File: config.mk
export PLATFORM = sky130hd
export DESIGN_NAME = crs_fifo
export DESIGN_NICKNAME = d
export VERILOG_FILES = /design/src/design/crs_fifo.sv
export SDC_FILE = /design/constraint.sdc
export NUM_CORES = 1
export LEC_CHECK = 0
export ABC_CLOCK_PERIOD_IN_PS = 2710
export BUFFER_PORTS_ARGS = -buffer_cell sky130_fd_sc_hd__buf_2
export CORE_UTILIZATION = 45
export CTS_CLUSTER_DIAMETER = 100
export CTS_CLUSTER_SIZE = 20
export DETAILED_ROUTE_END_ITERATION = 6
export HOLD_SLACK_MARGIN = 0.15
export SLEW_MARGIN = 20
export SYNTH_ARGS = -nofsm -noshare
export SYNTH_HDL_FRONTEND = slang
export SYNTH_SLANG_ARGS = --single-unit
File: constraint.sdc
create_clock -name clk -period 2.71 [get_ports clk]
set_clock_uncertainty 0.15 [all_clocks]
set_input_delay 0.542 -clock clk [delete_from_list [all_inputs] [get_ports clk]]
set_output_delay 0.542 -clock clk [all_outputs]
set_load 0.005 [all_outputs]
File: src/design/crs_fifo.sv
// Small register FIFO with occupancy count; DEPTH must be a power of two.
// No dependencies.
`timescale 1ns / 1ps

module crs_fifo #(
	parameter int WIDTH = 8,
	parameter int DEPTH = 8
) (
	input  logic                       clk,
	input  logic                       arst_n,
	input  logic                       wr,
	input  logic [WIDTH-1:0]           din,
	input  logic                       rd,
	output logic [WIDTH-1:0]           dout,
	output logic                       empty,
	output logic [$clog2(DEPTH+1)-1:0] count
);

	localparam int PW = $clog2(DEPTH);
	localparam int CW = $clog2(DEPTH + 1);

	logic [WIDTH-1:0] data_q [DEPTH];
	logic [PW-1:0]    wptr_q, rptr_q;
	logic [CW-1:0]    count_q;

	always_ff @(posedge clk) begin
		if (wr) begin
			data_q[wptr_q] <= din;
		end
	end

	always_ff @(posedge clk or negedge arst_n) begin
		if (!arst_n) begin
			wptr_q  <= '0;
			rptr_q  <= '0;
			count_q <= '0;
		end else begin
			if (wr) begin
				wptr_q <= wptr_q + PW'(1);
			end
			if (rd) begin
				rptr_q <= rptr_q + PW'(1);
			end
			count_q <= count_q + CW'(wr) - CW'(rd);
		end
	end

	assign dout  = data_q[rptr_q];
	assign empty = (count_q == '0);
	assign count = count_q;

endmodule

==> summary.md, run 1 <==
| Metric | Value |
|---|---|
| Status | complete, but fails checks |
| Violated checks | design-rule violations |
| Htree depth | 3 |
| # diodes | 0 |
| P&R area growth vs syn | 15.4% |
| PD cells | 1020 nW/um^2 |
| CTS tree | built |
| Avg Synthesized Cell Area | 20.9 um^2 |
| Sequential area share after synthesis | 0.718 |
| Flop pwr share | 0.455 |
| 1st-iter DRT viols | 84 |
| Post-route insts no fill | 269 |
| Logic pwr share | 0.316 |
| Via density per instance | 5.34 |
| WP buf/inv | 2 |
| Sink Count | 74 |
| Fmax | 0.382 GHz |
| RSZ-0062 raised after global routing | false |
| Clock-pin slew on the worst setup and hold paths | 0.07 ns |
| Syn Std Cell Area | 3020 um^2 |
| Top Family by Delay on Critical Path | multiplexers |
| Hold WC Path Type | in -> reg |
| Overflow left after global routing | 0 |
| Final antenna-violating net count | 0 |
| Clock Tree Root | clkbuf_8 |
| Initial core utilization | 0.471 |
| Crit path DAT | 1.93 ns |
| Fill count | 509 |
| IO Pins | 25 |
| Synth unique cells | 20 |
| Int Pwr | 2.55 mW |
| Number of placement rows | 29 |
| Max Cap Viol | 0 |
| FF+latch area | 2170 um^2 |
| Tcrit/Tclk final | 0.967 |
| Placeable Area | 6420 um^2 |
| Tot GR Track Use | 0.165 |
| Final hold slack | 0.298 ns |
| Sw power | 1.01 mW |
| Critical Path Sink Type | output port |
| Peak supply drop | 0.000464 V |
| Crit path kind | reg -> out |
| Synth Instances | 145 |
| Max Root-Sink Buffers | 2 |
| Synth Warn # | 0 |
| Worst path cell trace | buf_12 > mux4_1 > mux2_2 > buf_2 |
| Inst Count DP | 252 |
| Crit-path slowest cell | mux4_1 |
| Crit path largest cell delay | 0.57 ns |
| Die area | 7050 um^2 |
| Finished Cell Area | 3490 um^2 |
| Area of the multi-input gates | 778 um^2 |
| Clk_lat worst skew | 0.34 ns |
| Clk pwr share | 0.229 |
| Port Buffers | 24 |
| Dpl cell area | 3290 um^2 |
| TritonCTS Buffers | 9 |
| Setup Viol. Count Final | 0 |
| DP HPWL | 3.41 mm |
| Fin. Hold Viols | 0 |
| Nets | 207 |
| CP max FO | 14 |
| Leak Pwr | 1.32 nW |
| Fin Setup TNS | 0 ns |
| Chip Width | 84.0 um |
| Drt pass-1 iters | 6 |
| Via count | 1436 |
| Wirelength per Cell | 19.4 um |
| Largest net degree at the start of global routing | 15 |
| Gpl congestion | 0.735 |
| Startpoint types | flop |
| Worst-Margin Slew | 0.516 ns |
| Ratio of cells with drive above 1 in the final layout | 0.302 |
| FF+latch count, synth | 74 |
| Slew Viols, Final | 0 |
| Slew headroom | 0.656 |
| Global-route wire length before repair | 8.16 mm |
| Post-Syn Nets | 165 |
| Net Sw Frac | 0.283 |
| Initial antenna violation count | 0 |
| Critical path data required time | 2.02 ns |
| Post-CTS setup buffer count | 0 |
| Period minus WS final | 2.62 ns |
| Vias in the first global route | 1549 |
| Final wirelength | 5.22 mm |
| Drt drc | 4 |
| Tot Pwr | 3.55 mW |
| Die Span Y | 84.0 um |
==> flip-flops by register name, indices dropped and copies added (netlist names) <==
signal	count
count	4
wptr_q	3
data_q	64
rptr_q	3
==> logic make-up after synthesis <==
group / synth area share
XOR/XNOR: 0.0174
AO/OA/AOI/OAI: 0.00414
buffers and inverters: 0.0244
adder cells (fa/ha/maj): 0.0356
flip-flops: 0.718
AND/OR/NAND/NOR: 0.0240
multiplexers: 0.176
==> final timing paths <==
path	cells past startpoint	slack, ns	end	startpoint
max	4	0.09	dout[2]	rptr_q[0]$_DFFE_PN0P_
min	2	0.30	rptr_q[0]$_DFFE_PN0P_	rd
max reg2reg	7	0.94	count[2]$_DFF_PN0_	count[0]$_DFF_PN0_
min reg2reg	1	0.41	wptr_q[1]$_DFFE_PN0P_	wptr_q[1]$_DFFE_PN0P_
max in group asynchronous	2	1.76	rptr_q[0]$_DFFE_PN0P_	arst_n
min in group asynchronous	2	0.44	count[3]$_DFF_PN0_	arst_n
==> layout make-up <==
cell class,instances,area share
Sequential cell,74,0.623
Multi-Input combinational cell,58,0.223
Timing Repair Buffer,36,0.0645
Clock buffer,13,0.0427
Tap cell,77,0.0276
Clock inverter,3,0.0111
Inverter,8,0.00860
==> cell usage after synthesis <==
cell type  number  area share
xor2_1          3      0.0087
fa_1            1      0.0066
nand2_1         4      0.0050
inv_1           8      0.0099
buf_6           1      0.0037
a21o_1          1      0.0025
xnor2_1         3      0.0087
and3_1          1      0.0021
edfxtp_1       64        0.64
clkbuf_1        2      0.0025
dfrtp_1        10       0.083
a21oi_1         1      0.0017
nand2b_1        3      0.0062
nor2_1          6      0.0074
nor3_1          2      0.0033
buf_12          1      0.0066
mux4_1         16        0.14
ha_1            7       0.029
buf_2           1      0.0017
mux2_2         10       0.037
==> cells in the final DEF (no fill, tap or decap), drive strengths merged <==
cell type / count
edfxtp: 64
bufinv: 1
a21o: 1
nor3: 2
buf: 35
and3: 1
clkbuf: 13
dfrtp: 10
a21oi: 1
xor2: 3
xnor2: 3
fa: 1
mux4: 16
mux2: 10
inv: 8
nand2: 4
clkinv: 2
ha: 7
nand2b: 3
nor2: 6
dlygate4sd3: 1
==> power by group through the flow <==
stage               Clock (mW)  Combinational, mW  Sequential (mW)
finish                   0.815               1.12             1.62
detailed placement           0               1.15             1.65
CTS                      0.829               1.15             1.63
global route             0.882               1.24             1.65
global placement             0               1.08             1.63
floorplan                    0              0.809             1.57
==> metal layers <==
| layer | up-vias | track usage | routed length (um) |
|---|---|---|---|
| met1 | 725 | 0.199 | 2200 |
| met2 | 38 | 0.277 | 2620 |
| met3 | 10 | 0.0465 | 298 |
| met5 | - | 0 | 0 |
| li1 | 663 | - | - |
| met4 | 0 | 0.0737 | 103 |
==> per-stage QoR <==
stage,utilization,worst slack (ns)
final,0.544,0.0904
after global placement,0.513,0.403
after floorplan,-,0.605
after CTS,0.544,0.0605
after global routing,0.544,0.00940
after detailed placement,0.513,0.367
==> repair_timing <==
action / in CTS / in global routing
hold endpoints to repair: 10 / 0
setup endpoints to repair: 3 / 0
gates resized for setup: 1 / 0
hold buffers: 1 / 0
No activity file was read; power rests on OpenSTA's default activity.
==> run 2: changes to the inputs <==
--- a/config.mk
+++ b/config.mk
@@ -7,6 +7,7 @@
 export LEC_CHECK = 0
 export ABC_CLOCK_PERIOD_IN_PS = 2710
 export BUFFER_PORTS_ARGS = -buffer_cell sky130_fd_sc_hd__buf_2
+export CORE_ASPECT_RATIO = 0.9
 export CORE_UTILIZATION = 45
 export CTS_CLUSTER_DIAMETER = 100
 export CTS_CLUSTER_SIZE = 20
==> summary.md, run 2 (synthesized netlist as in run 1, its figures left out) <==
| Metric | Value |
|---|---|
| Largest net degree at the start of global routing | 19 (was 15) |
| Sink Count | 74 (unchanged) |
| FF-to-FF Start | count[0]$_DFF_PN0_ (unchanged) |
| PD cells | 1040 nW/um^2 (was 1020 nW/um^2) |
| Ratio of cells with drive above 1 in the final layout | 0.305 (was 0.302) |
| Wirelength per Cell | 17.5 um (was 19.4 um) |
| Number of placement rows | 27 (was 29) |
| Clock Tree Root | clkbuf_8 (unchanged) |
| Via density per instance | 5.10 (was 5.34) |
| Tcrit/Tclk final | 0.953 (was 0.967) |
| Worst Hold Launch | rd (unchanged) |
| Placeable Area | 6320 um^2 (was 6420 um^2) |
| Fin. Hold Viols | 0 (unchanged) |
| Fill count | 475 (was 509) |
| Sw power | 997 uW (was 1.01 mW) |
| Die Span Y | 79.8 um (was 84.0 um) |
| Clk_lat worst skew | 0.34 ns (about the same) |
| Startpoint types | flop (unchanged) |
| Vias in the first global route | 1451 (was 1549) |
| Slew headroom | 0.652 (was 0.656) |
| WP buf/inv | 2 (unchanged) |
| RSZ-0062 raised after global routing | false (unchanged) |
| Commonest cells after routing, fill and taps aside | 64 x edfxtp_1, 24 x buf_2, 16 x mux4_1, 10 x mux2_2, 10 x dfrtp_1 (was 64 x edfxtp_1, 24 x buf_2, 16 x mux4_1) |
| DP HPWL | 3.12 mm (was 3.41 mm) |
| Worst path cell trace | buf_12 > mux4_1 > mux2_2 > buf_2 (unchanged) |
| Flop pwr share | 0.433 (was 0.455) |
| Max Cap Viol | 0 (unchanged) |
| Net Sw Frac | 0.271 (was 0.283) |
| Die area | 7050 um^2 (about the same) |
| Hold Path Depth | 2 (unchanged) |
| Peak supply drop | 0.000503 V (was 0.000464 V) |
| Critical Path Sink Type | output port (unchanged) |
| Crit path largest cell delay | 0.58 ns (was 0.57 ns) |
| TritonCTS Buffers | 9 (unchanged) |
| Status | complete, no violations (was complete, but fails checks) |
| Commonest non-fill, non-tap cell in the layout | edfxtp_1 (unchanged) |
| Crit path DAT | 1.89 ns (was 1.93 ns) |
| FF+latch area | 2170 um^2 (about the same) |
| Setup Viol. Count Final | 0 (unchanged) |
| Port Buffers | 24 (unchanged) |
| Drt pass-1 iters | 4 (was 6) |
| P&R area growth vs syn | 17.0% (was 15.4%) |
| Final wirelength | 4.85 mm (was 5.22 mm) |
| Crit path kind | reg -> out (unchanged) |
| Drt drc | 0 (was 4) |
| Critical path data required time | 2.02 ns (about the same) |
| Fin Setup TNS | 0 ns (unchanged) |
| Leak Pwr | 1.33 nW (was 1.32 nW) |
| Hold endpoint | rptr_q[0]$_DFFE_PN0P_ (unchanged) |
| Biggest register | data_q (unchanged) |
| Period minus WS final | 2.58 ns (was 2.62 ns) |
| Post-CTS sizing | 0 (was 1) |
| Area of the multi-input gates | 778 um^2 (unchanged) |
| Chip Width | 88.4 um (was 84.0 um) |
| Final antenna-violating net count | 0 (unchanged) |
| Nets | 206 (was 207) |
| Final Util | 0.560 (was 0.544) |
| Initial antenna violation count | 0 (unchanged) |
| Global-route wire length before repair | 7.66 mm (was 8.16 mm) |
| Slew Viols, Final | 0 (unchanged) |
| Clock-pin slew on the worst setup and hold paths | 0.07 ns (about the same) |
| Overflow left after global routing | 0 (unchanged) |
| Hold WC Path Type | in -> reg (unchanged) |
| Crit-path slowest cell | mux4_1 (unchanged) |
| R2R Setup Slk | 0.98 ns (was 0.94 ns) |
| Int Pwr | 2.69 mW (was 2.55 mW) |
| Reg-to-Reg End | count[2]$_DFF_PN0_ (unchanged) |
| Post-CTS setup buffer count | 0 (unchanged) |
| Max Root-Sink Buffers | 2 (unchanged) |
| Tot GR Track Use | 0.162 (was 0.165) |
| FF-to-FF path depth | 7 (unchanged) |
| IO Pins | 25 (unchanged) |
| CTS tree | built (unchanged) |
| 1st-iter DRT viols | 108 (was 84) |
| CP max FO | 18 (was 14) |
| Worst-Margin Slew | 0.522 ns (was 0.516 ns) |
| Crit path depth | 4 (unchanged) |
| # diodes | 0 (unchanged) |
| Via count | 1413 (was 1436) |
| Max FFs per register | 64 (unchanged) |
| Clk pwr share | 0.265 (was 0.229) |
| Tot Pwr | 3.68 mW (was 3.55 mW) |
| Fmax | 0.387 GHz (was 0.382 GHz) |
| Top Family by Delay on Critical Path | multiplexers (unchanged) |
| Logic pwr share | 0.303 (was 0.316) |
| Gpl congestion | 0.719 (was 0.735) |
| Htree depth | 3 (unchanged) |
| Initial core utilization | 0.479 (was 0.471) |
## run 2: changes by cell type in the layout (fill, tap and decap cells not counted)
cell	delta
clkinvlp_4	+1
dfrtp_2	-1
clkbuf_8	-1
dfrtp_1	+1
clkbuf_1	-3
bufinv_16	+2
buf_4	-1
## run 2: final cells by class
type,count,area share
clock buffers,9,0.0350
flip-flops and latches,74,0.614
repair buffers,35,0.0615
multi-input cells,58,0.220
inverters,8,0.00849
clock inverters,6,0.0301
well taps,87,0.0308
## run 2: worst max path at each step
stage	start	end	slack, ns
finish	rptr_q[0]$_DFFE_PN0P_	dout[1]	0.13
global route	rptr_q[0]$_DFFE_PN0P_	dout[5]	0.05
detailed placement	rptr_q[0]$_DFFE_PN0P_	dout[1]	0.48
floorplan	rptr_q[0]$_DFFE_PN0P_	dout[0]	0.61
global placement	rptr_q[0]$_DFFE_PN0P_	dout[0]	0.51
CTS	rptr_q[0]$_DFFE_PN0P_	dout[1]	0.10
## run 2: what timing repair did
| item | 4_1_cts | 5_1_grt |
|---|---|---|
| endpoints found under the setup margin | 0 | 0 |
| hold buffers | 1 | 0 |
| endpoints found under the hold margin | 10 | 0 |
## run 2: power by group through the flow
stage / Sequential [mW] / Clock [mW] / Combinational (mW)
floorplan: 1.57 / 0 / 0.809
global placement: 1.60 / 0 / 1.11
detailed placement: 1.62 / 0 / 1.15
CTS: 1.60 / 0.994 / 1.15
global route: 1.61 / 1.05 / 1.25
finish: 1.59 / 0.975 / 1.12
## run 2: metrics by stage
step	setup slack, ns	instances	area, um^2	hold WS [ns]
after global routing	0.0515	277	3540	0.284
after detailed placement	0.483	261	3300	0.265
after global placement	0.509	261	3300	0.261
final	0.129	277	3540	0.300
after floorplan	0.605	145	3020	0.0964
after CTS	0.103	277	3540	0.286
## run 2: layer usage
| metal | global-route usage | part of all wire | vias up |
|---|---|---|---|
| met5 | 0 | 0 | - |
| met4 | 0.0532 | 0.0089 | 0 |
| met3 | 0.0620 | 0.039 | 6 |
| met2 | 0.250 | 0.49 | 28 |
| met1 | 0.211 | 0.46 | 717 |
| li1 | - | - | 662 |
